File: src/sv/edge_triggered_one_shot_macros.svh
// assertion helpers for the one-shot block
`ifndef EDGE_TRIGGERED_ONE_SHOT_MACROS_SVH
`define EDGE_TRIGGERED_ONE_SHOT_MACROS_SVH

`ifndef SYNTHESIS

// same-cycle implication, checked out of reset
`define ETO_ASSERT_IMP(lbl, ante, cons) \
  lbl: assert property (@(posedge clk) disable iff (!rst_n) (ante) |-> (cons)) \
    else $error("eto assertion failed");

// next-cycle implication, checked out of reset
`define ETO_ASSERT_NXT(lbl, ante, cons) \
  lbl: assert property (@(posedge clk) disable iff (!rst_n) (ante) |=> (cons)) \
    else $error("eto assertion failed");

`else

`define ETO_ASSERT_IMP(lbl, ante, cons)
`define ETO_ASSERT_NXT(lbl, ante, cons)

`endif

`endif

File: src/sv/eto_pkg.sv
package eto_pkg;

  localparam int CFG_W = 16;

  // register indexes
  localparam logic [1:0] REG_TRIGGER_MODE   = 2'd0;
  localparam logic [1:0] REG_PULSE_TICKS    = 2'd1;
  localparam logic [1:0] REG_DEBOUNCE_TICKS = 2'd2;
  localparam logic [1:0] REG_IDLE_HIGH      = 2'd3;

  // trigger modes
  localparam logic [1:0] MODE_EITHER = 2'd0;
  localparam logic [1:0] MODE_RISE   = 2'd1;
  localparam logic [1:0] MODE_FALL   = 2'd2;

  typedef enum logic [2:0] {
    PH_IDLE  = 3'b001,
    PH_PULSE = 3'b010,
    PH_HOLD  = 3'b100
  } eto_phase_t;

  typedef struct packed {
    logic [1:0]       trigger_mode;
    logic [CFG_W-1:0] pulse_ticks;
    logic [CFG_W-1:0] debounce_ticks;
    logic             idle_high;
  } eto_cfg_t;

  typedef struct packed {
    logic level;
    logic busy;
  } eto_res_t;

endpackage

File: src/sv/edge_triggered_one_shot.sv
// edge triggered one-shot with debounce hold-off, one word in and one word out per sample tick
// path: an accepted word goes into the input register, and its result into the result register
// throughput: one word per cycle while out_ready holds; the input register takes a new word while a result waits
// reset: rst_n synchronous active low; state idle, latch and pending clear, registers at defaults
// registers after reset: rising edge, 100 tick pulse, 50 tick hold-off, output rests low
`include "edge_triggered_one_shot_macros.svh"

module edge_triggered_one_shot
  import eto_pkg::*;
#(
  parameter int COUNT_WIDTH = 16
) (
  input  logic             clk,
  input  logic             rst_n,
  // sample word in
  input  logic             in_valid,
  output logic             in_ready,
  input  logic             in_pin_level,
  // result word out
  output logic             out_valid,
  input  logic             out_ready,
  output logic             out_level,
  output logic             out_busy_res,
  // register writes
  input  logic             cfg_we,
  input  logic [1:0]       cfg_index,
  input  logic [CFG_W-1:0] cfg_wdata
);

  eto_cfg_t cfg;
  eto_res_t res;

  logic s1_valid_r;
  logic s1_pin_r;
  logic out_valid_r;
  logic out_level_r;
  logic out_busy_r;
  logic advance;

  eto_cfg_regs u_cfg (
    .clk       (clk),
    .rst_n     (rst_n),
    .cfg_we    (cfg_we),
    .cfg_index (cfg_index),
    .cfg_wdata (cfg_wdata),
    .cfg       (cfg)
  );

  // the sample word in the input register is processed when the result register can take it;
  // state in the core moves only then, so a stalled output never loses or repeats a tick
  assign advance  = s1_valid_r && (!out_valid_r || out_ready);
  assign in_ready = !s1_valid_r || advance;

  eto_core #(
    .COUNT_WIDTH (COUNT_WIDTH)
  ) u_core (
    .clk   (clk),
    .rst_n (rst_n),
    .step  (advance),
    .pin   (s1_pin_r),
    .cfg   (cfg),
    .res   (res)
  );

  // input register
  always_ff @(posedge clk) begin
    if (!rst_n) begin
      s1_valid_r <= 1'b0;
    end else if (in_valid && in_ready) begin
      s1_valid_r <= 1'b1;
    end else if (advance) begin
      s1_valid_r <= 1'b0;
    end
  end

  always_ff @(posedge clk) begin
    if (in_valid && in_ready) begin
      s1_pin_r <= in_pin_level;
    end
  end

  // result register
  always_ff @(posedge clk) begin
    if (!rst_n) begin
      out_valid_r <= 1'b0;
    end else if (advance) begin
      out_valid_r <= 1'b1;
    end else if (out_ready) begin
      out_valid_r <= 1'b0;
    end
  end

  always_ff @(posedge clk) begin
    if (advance) begin
      out_level_r <= res.level;
      out_busy_r  <= res.busy;
    end
  end

  assign out_valid    = out_valid_r;
  assign out_level    = out_level_r;
  assign out_busy_res = out_busy_r;

  // an idle result shows the rest level
  `ETO_ASSERT_IMP(a_rest_level, out_valid_r && !out_busy_r, out_level_r == cfg.idle_high)
  // a processed word always lands in the result register
  `ETO_ASSERT_NXT(a_advance_lands, advance, out_valid_r)
  // a word waiting in the input register is kept until processed
  `ETO_ASSERT_NXT(a_s1_hold, s1_valid_r && !advance, s1_valid_r && $stable(s1_pin_r))

endmodule

File: src/sv/eto_cfg_regs.sv
module eto_cfg_regs
  import eto_pkg::*;
(
  input  logic             clk,
  input  logic             rst_n,
  input  logic             cfg_we,
  input  logic [1:0]       cfg_index,
  input  logic [CFG_W-1:0] cfg_wdata,
  output eto_cfg_t         cfg
);

  eto_cfg_t cfg_r;

  always_ff @(posedge clk) begin
    if (!rst_n) begin
      cfg_r.trigger_mode   <= MODE_RISE;
      cfg_r.pulse_ticks    <= CFG_W'(100);
      cfg_r.debounce_ticks <= CFG_W'(50);
      cfg_r.idle_high      <= 1'b0;
    end else if (cfg_we) begin
      case (cfg_index)
        REG_TRIGGER_MODE:   cfg_r.trigger_mode   <= cfg_wdata[1:0];
        REG_PULSE_TICKS:    cfg_r.pulse_ticks    <= cfg_wdata;
        REG_DEBOUNCE_TICKS: cfg_r.debounce_ticks <= cfg_wdata;
        REG_IDLE_HIGH:      cfg_r.idle_high      <= cfg_wdata[0];
        default: ;
      endcase
    end
  end

  assign cfg = cfg_r;

endmodule

File: src/sv/eto_core.sv
module eto_core
  import eto_pkg::*;
#(
  parameter int COUNT_WIDTH = 16
) (
  input  logic     clk,
  input  logic     rst_n,
  input  logic     step,
  input  logic     pin,
  input  eto_cfg_t cfg,
  output eto_res_t res
);

  localparam logic [31:0] CntMax = 32'((64'd1 << COUNT_WIDTH) - 64'd1);

  logic                   last_level_r;
  logic                   edge_latch_r;
  logic                   pend_r;
  eto_phase_t             phase_r;
  logic [COUNT_WIDTH-1:0] cnt_r;

  logic                   latch_nxt;
  logic                   pend_nxt;
  eto_phase_t             phase_nxt;
  logic [COUNT_WIDTH-1:0] cnt_nxt;

  logic                   change;
  logic                   active;
  logic                   fire;
  eto_phase_t             ph_j;
  logic [COUNT_WIDTH-1:0] cnt_j;
  logic [COUNT_WIDTH-1:0] cnt_dec;
  logic [31:0]            pulse32;
  logic [31:0]            hold32;
  logic [COUNT_WIDTH-1:0] pulse_sat;
  logic [COUNT_WIDTH-1:0] pulse_ld;
  logic [COUNT_WIDTH-1:0] hold_ld;

  // lengths saturate to the counter, zero pulse acts as one
  assign pulse32   = {{(32-CFG_W){1'b0}}, cfg.pulse_ticks};
  assign hold32    = {{(32-CFG_W){1'b0}}, cfg.debounce_ticks};
  assign pulse_sat = (pulse32 > CntMax) ? CntMax[COUNT_WIDTH-1:0] : pulse32[COUNT_WIDTH-1:0];
  assign pulse_ld  = (pulse_sat == '0) ? COUNT_WIDTH'(1) : pulse_sat;
  assign hold_ld   = (hold32 > CntMax) ? CntMax[COUNT_WIDTH-1:0] : hold32[COUNT_WIDTH-1:0];

  assign change = pin ^ last_level_r;

  always_comb begin
    ph_j      = phase_r;
    cnt_j     = cnt_r;
    latch_nxt = edge_latch_r;
    pend_nxt  = pend_r;
    fire      = 1'b0;
    active    = (cfg.trigger_mode == MODE_RISE) ? pin : ~pin;

    if (phase_r == PH_IDLE) begin
      if (change || pend_r) begin
        pend_nxt = 1'b0;
        case (cfg.trigger_mode)
          MODE_EITHER: fire = 1'b1;
          MODE_RISE, MODE_FALL: begin
            if (active && !edge_latch_r) begin
              fire      = 1'b1;
              latch_nxt = 1'b1;
            end else if (!active) begin
              latch_nxt = 1'b0;
            end
          end
          default: ;
        endcase
        if (fire) begin
          ph_j  = PH_PULSE;
          cnt_j = pulse_ld;
        end else if (hold_ld == '0) begin
          ph_j  = PH_IDLE;
          cnt_j = '0;
        end else begin
          ph_j  = PH_HOLD;
          cnt_j = hold_ld;
        end
      end
    end else if (change) begin
      pend_nxt = 1'b1;
    end

    res.level = (ph_j == PH_PULSE) ^ cfg.idle_high;
    res.busy  = (ph_j != PH_IDLE);

    cnt_dec = cnt_j - COUNT_WIDTH'(1);
    case (ph_j)
      PH_PULSE: begin
        if (cnt_dec != '0) begin
          phase_nxt = PH_PULSE;
          cnt_nxt   = cnt_dec;
        end else if (hold_ld == '0) begin
          phase_nxt = PH_IDLE;
          cnt_nxt   = '0;
        end else begin
          phase_nxt = PH_HOLD;
          cnt_nxt   = hold_ld;
        end
      end
      PH_HOLD: begin
        cnt_nxt   = cnt_dec;
        phase_nxt = (cnt_dec == '0) ? PH_IDLE : PH_HOLD;
      end
      default: begin
        phase_nxt = PH_IDLE;
        cnt_nxt   = '0;
      end
    endcase
  end

  always_ff @(posedge clk) begin
    if (!rst_n) begin
      last_level_r <= 1'b0;
      edge_latch_r <= 1'b0;
      pend_r       <= 1'b0;
      phase_r      <= PH_IDLE;
      cnt_r        <= '0;
    end else if (step) begin
      last_level_r <= pin;
      edge_latch_r <= latch_nxt;
      pend_r       <= pend_nxt;
      phase_r      <= phase_nxt;
      cnt_r        <= cnt_nxt;
    end
  end

endmodule
File: config.mk
export PLATFORM = sky130hd
export DESIGN_NAME = edge_triggered_one_shot
export DESIGN_NICKNAME = d
export VERILOG_FILES = /design/src/sv/eto_pkg.sv /design/src/sv/edge_triggered_one_shot.sv /design/src/sv/eto_cfg_regs.sv /design/src/sv/eto_core.sv
export VERILOG_INCLUDE_DIRS = /design/src /design/src/sv
export SDC_FILE = /design/constraint.sdc
export NUM_CORES = 1
export LEC_CHECK = 0
export BUFFER_PORTS_ARGS = -buffer_cell sky130_fd_sc_hd__buf_2
export CORE_UTILIZATION = 38
export CTS_CLUSTER_DIAMETER = 120
export DETAILED_ROUTE_END_ITERATION = 12
export MAX_ROUTING_LAYER = met4
export PLACE_DENSITY_LB_ADDON = 0.12
export SLEW_MARGIN = 20
export SYNTH_ARGS = -nofsm -noshare
export SYNTH_HDL_FRONTEND = slang
export SYNTH_SLANG_ARGS = --single-unit
File: constraint.sdc
create_clock -name clk -period 11.7 [get_ports clk]
set_input_delay 0.585 -clock clk [delete_from_list [all_inputs] [get_ports clk]]
set_output_delay 0.585 -clock clk [all_outputs]
set_load 0.005 [all_outputs]
Yosys cells after proc, flatten, opt, wreduce, memory -nomap -nowiden
Cells that the tools add are included.

Output and inout port bits: 4. Flip-flop bits (word level): 62. Input bits: 24.

Order comparisons: 2. Multiplexer cells: 30. $add $sub $neg: 1. Bitwise logic cells: 3. Eq/ne operators: 11. Reductions and logical operators: 25.

Operators by type and width (count): 16-bit two-way mux (8); 16-bit logical NOT (3); 16-bit greater-than comparator, second input constant (2); 16-bit one-hot mux with 2 select lines (1); 3-bit two-way mux (6); 16-bit nonzero test (1); 16-bit by 1-bit subtractor with 16-bit output, second input constant (1); 1-bit two-way mux (13); 2-bit AND reduction (4); 2-bit equality test, second input constant (3); 3-bit one-hot mux with 2 select lines (1); 2-bit nonzero test (3); 5-bit AND reduction (1); 2-bit by 1-bit equality test with 1-bit output, second input constant (2); 2-bit logical NOT (2); 2-bit inequality test, second input constant (2); 3-bit by 1-bit equality test with 1-bit output, second input constant (1); 3-bit by 2-bit equality test with 1-bit output, second input constant (1); 3-bit equality test, second input constant (1); 1-bit logical AND (3); 1-bit logical NOT (3); 1-bit logical OR (3); 3-bit by 1-bit inequality test with 1-bit output, second input constant (1); 3-bit AND reduction (1); other kinds (4) (5).

Depth between registers and ports, before layout
Depth in word-level cells: 14. Mapped depth: 18.

Hierarchy
Synthesis repeated with hierarchy kept, for this count alone.

Cells, all modules: 450. Area, all modules: 3838.7 sq um.

By module, submodules not included: eto_core (instances 1, sequential area each 440.4 sq um, cells an instance 294, area an instance 2228.4 sq um); eto_cfg_regs (instances 1, sequential area each 700.7 sq um, cells an instance 144, area an instance 1416.4 sq um); edge_triggered_one_shot (instances 1, sequential area each 130.1 sq um, cells an instance 12, area an instance 193.9 sq um).

Worst setup path before layout
OpenSTA, ideal clock, no wires.

Path type: reg2reg. Start: register u_cfg.cfg_r (netlist bit u_cfg.cfg[33]). End: register u_core.cnt_r[11]. Data required time: 11.621 ns. Cell stages (with the launch flop): 19. Path slack: 7.607 ns. Data arrival time: 4.015 ns. Library setup time: 0.079 ns. Cells stage by stage: dfxtp_1 -> inv_1 -> ha_1 -> or3b_1 -> buf_2 -> o21ai_4 -> a2bb2oi_2 -> and2_1 -> ha_1 -> inv_1 -> nor3_1 -> nor2_1 -> nor4_4 -> a21oi_1 -> or3b_1 -> a2111oi_4 -> buf_6 -> nand4_2 -> o221ai_2.

Word-level cells in the longest chain between the ends: 14. Elaborated cells on any way between the ends: 22. Classes of those cells: 1 x add/sub; 4 x eq/ne; 13 x mux; 4 x reduce/logical.

Ends and longest elaborated chain: from (decl) (line eto_cfg_regs.sv:12) `eto_cfg_t cfg_r;`; 2-bit by 1-bit equality test with 1-bit output (line eto_core.sv:54, eto_core.sv:59); 1-bit two-way mux (line eto_core.sv:54) `active = (cfg.trigger_mode == MODE_RISE) ? pin : ~pin;`; 1-bit logical AND (line eto_core.sv:62) `if (active && !edge_latch_r) begin`; 1-bit two-way mux (line eto_core.sv:62); 1-bit one-hot mux with 2 select lines (*) (line eto_core.sv:59) `case (cfg.trigger_mode)`; 1-bit two-way mux (*) (line eto_core.sv:57) `if (change || pend_r) begin`; 1-bit two-way mux (*) (line eto_core.sv:56) `if (phase_r == PH_IDLE) begin`; 16-bit two-way mux (line eto_core.sv:71) `if (fire) begin`; 16-bit two-way mux (line eto_core.sv:57); 16-bit two-way mux (line eto_core.sv:56); 16-bit by 1-bit subtractor with 16-bit output (line eto_core.sv:89) `cnt_dec = cnt_j - COUNT_WIDTH'(1);`; 16-bit nonzero test (line eto_core.sv:92) `if (cnt_dec != '0) begin`; 16-bit two-way mux (line eto_core.sv:92); 16-bit one-hot mux with 2 select lines (*) (line eto_core.sv:90) `case (ph_j)`; to (signal assigned) (line eto_core.sv:126) `cnt_r <= cnt_nxt;`; to (decl) (line eto_core.sv:20) `logic [COUNT_WIDTH-1:0] cnt_r;`.

Every way passes the cells marked *; elsewhere a longest branch is shown, timed or not. The select of a mux whose other input is x is not followed. A chain may end at the register's enable or synchronous reset.

Worst setup path in the final report
Start: register u_cfg.cfg_r (netlist bit u_cfg.cfg[33]). End: register u_core.cnt_r[8].

The elaborated chain is that of the path after synthesis.

==> metrics.yaml <==
layout:
  fillers: 1037
  drive_above_1_share: 0.152
  nNetsFinal: 526
  final_cell_mix: "nand2_1 (95), dfxtp_1 (59), a21oi_1 (47), nor2_1 (34), buf_2 (27)"
  syn2layout_area_growth_pct: 10.7
  final_common_cell: "nand2_1"
  diodes: 0
cts:
  cts_root_buffer: "clkbuf_8"
  cts_tree: "done"
  clk_latency_ps: 340
  cts_max_level: 3
  cts.sinks: 62
  clk_path_buf_depth: 2
  hold_buffers: 0
  clk_pin_slew_worst_paths_ps: 70
  cts-resized-gates: 0
  numCtsBuffers: 9
  post-cts-setup-buffers: 0
drt:
  vias: 3625
  via_per_inst: 5.72
  drc: 0
  routed_wl_um: 11100
  ant_nets: 0
  wire_per_inst_um: 17.5
  drt_first_iter_violations: 233
  first_pass_iters: 4
synthesis:
  syn_inst: 483
  synth_edf_count: 3
  netlist_area_um2: 3790
  synth.area.top_cells: "dfxtp_1 (31%), nand2_1 (9.4%), a21oi_1 (6.2%), nor2_1 (3.5%), a211oi_1 (2.6%)"
  seq_area_frac_synth: 0.335
  synth_top_family_by_area: "simple AND/OR/NAND/NOR gates"
  syn-num-nets: 512
  synth-main-ff-cell: "dfxtp_1"
  yosysWarnings: 0
  synth_cell_type_count: 69
  synth_top_area_share: 0.311
  synth-simple-area-share: 0.278
  async_flop_share: 0
  synth_top_area_cell: "dfxtp_1"
  synthXorXnorAreaFrac: 0.0366
  synthAdderAreaFrac: 0.0165
  synth_compound_area_frac: 0.275
  synthMuxAreaShare: 0.0106
  ys_ff_latch: 62
  avgSynthCellArea_um2: 7.86
floorplan:
  dieArea_um2: 10400
  rows: 36
  die_w_um: 102
  coreArea_um2: 9730
  die_h_um: 102
  start_util: 0.390
  io_pins: 28
timing:
  fin_crit_sh: 0.436
  setup_viol: 0
  period_minus_slack_ps: 5110
  report.final.slew_viol_count: 0
  timing_hold_violations_final: 0
  fin_ws_ps: 6590
  fin_skew_ps: 11.4
  fmax_mhz: 196
  totalNegativeSetupSlack_ps: 0
  rsz0062_at_grt: "false"
  relSlewSlack: 0.274
  tightest_slew_ps: 1090
power:
  p_leak_nw: 1.57
  power_density_nw_per_um2: 154
  vdd_drop_max_mv: 0.0859
critical_path:
  cp_data_arrival_time_ps: 5340
  required_ps: 11930
  worstPathCellList: "inv_1, ha_1, or3b_1, o21ai_4, a2bb2oi_2, and2_1, ha_1, inv_1, nor3_1, nor2_1, nor4_4, a21oi_1, or3b_1, a2111oi_4, a211oi_1, a221o_1"
  start_kind: "flip-flop"
  cp_slowest_cell: "a2111oi_4"
  critical_path.max_fanout: 17
  critPathKind: "reg2reg"
  critPathCaptureType: "flip-flop"
  cpPeakStageDelay_ps: 720
place:
  preCtsSetupSlack_ps: 6640
  dpl.hpwl_um: 8300
  place_congestion: 0.861
  port_buffers: 27
grt:
  grt_start_max_net_pins: 38
  grt_pass1_vias: 3428
  antenna_found_initial: 0
  overflow: 0
  grt_pass1_wl_um: 18300
  track_usage: 0.241
job:
  cap_violations: 0
hold_path:
  hp-class: "in2reg"
outcome:
  status: "finished clean"
## routing by layer
metal | wire, um | part of all wire | global-route usage | vias to the layer above
met5 | 0 | 0 | - | -
met4 | 188 | 0.017 | 0.0989 | 0
met3 | 461 | 0.042 | 0.0335 | 20
met2 | 5020 | 0.45 | 0.359 | 96
met1 | 5400 | 0.49 | 0.329 | 1726
li1 | - | - | - | 1783
## critical path, delay by kind of cell (launching register included)
kind / cells / cell delay, ps
AO/OA/AOI/OAI: 6 / 2010
adder cells (fa/ha/maj): 2 / 610
buffers and inverters: 2 / 210
flip-flops: 1 / 350
AND/OR/NAND/NOR: 6 / 1810
## sequential cells by signal, indices dropped and copies added (netlist names)
name / cells
u_core.edge_latch_r: 1
u_core.last_level_r: 1
u_cfg.cfg: 35
u_core.pend_r: 1
s1_pin_r: 1
u_core.cnt_r: 16
out_busy_res: 1
out_valid: 1
out_level: 1
u_core.phase_r: 3
s1_valid_r: 1
## cell type report
type | count | area [um^2] | area share
repair buffers | 29 | 150 | 0.0357
clock inverters | 3 | 40.0 | 0.00953
multi-input cells | 380 | 2340 | 0.557
flip-flops and latches | 62 | 1270 | 0.303
clock buffers | 12 | 176 | 0.0420
inverters | 15 | 56.3 | 0.0134
well taps | 133 | 166 | 0.0396
## path summary, 6_finish.rpt
| check | start | to | slack, ps | depth (start not counted) |
|---|---|---|---|---|
| max | u_cfg.cfg[33] | u_core.cnt_r[8] | 6590 | 16 |
| min | in_pin_level | s1_pin_r | 420 | 1 |
| max reg2reg | u_cfg.cfg[33] | u_core.cnt_r[8] | 6590 | 16 |
| min reg2reg | u_cfg.cfg[17] | u_cfg.cfg[17] | 460 | 2 |
## metrics by stage
step / cell area (um^2) / utilization / instances / power (mW) / hold WS (ps)
3_5_place_dp: 3980 / 0.409 / 619 / 0.443 / 454
2_1_floorplan: 3790 / - / 483 / 0.397 / 436
6_report: 4200 / 0.432 / 634 / 0.645 / 418
3_3_place_gp: 3980 / 0.409 / 619 / 0.443 / 455
5_1_grt: 4200 / 0.432 / 634 / 0.681 / 405
4_1_cts: 4200 / 0.432 / 634 / 0.647 / 395
## cells by family (layout without fill, tap and decap cells)
group	Yosys count	after routing
AOI/OAI and AO/OA	144	144
xor gates and xnor gates	15	15
adders and majority gates	5	5
buffers and inverters	41	59
DFF	62	62
muxes	4	4
and+or+nand+nor	212	212
## power breakdown
| part | switching, mW | internal, mW | leakage [nW] |
|---|---|---|---|
| Sequential | 0.00960 | 0.224 | 0.510 |
| Combinational | 0.136 | 0.0726 | 0.949 |
| Clock | 0.0819 | 0.121 | 0.113 |
## cells in the mapped netlist (3+ instances only)
cell type and count:
nand4_1 4, nor3b_1 3, o211a_1 4, o21a_1 3
or3_1 4, or2_2 4, and2_1 7, nand2b_1 4
dfxtp_1 59, a211oi_2 4, nor2_1 35, ha_1 5
clkbuf_1 13, a31oi_1 10, inv_1 15, buf_2 7
nand3_1 18, o21ai_0 18, nand2_1 95, o22ai_1 4
xor2_1 3, xnor2_1 11, edfxtp_1 3, a211oi_1 13
o21ai_2 3, nor3_1 8, nor4_1 9, a21oi_1 47
mux2i_1 4, a221o_1 4, o211ai_1 9, nor2b_1 3
No activity file was read; power rests on OpenSTA's default activity.
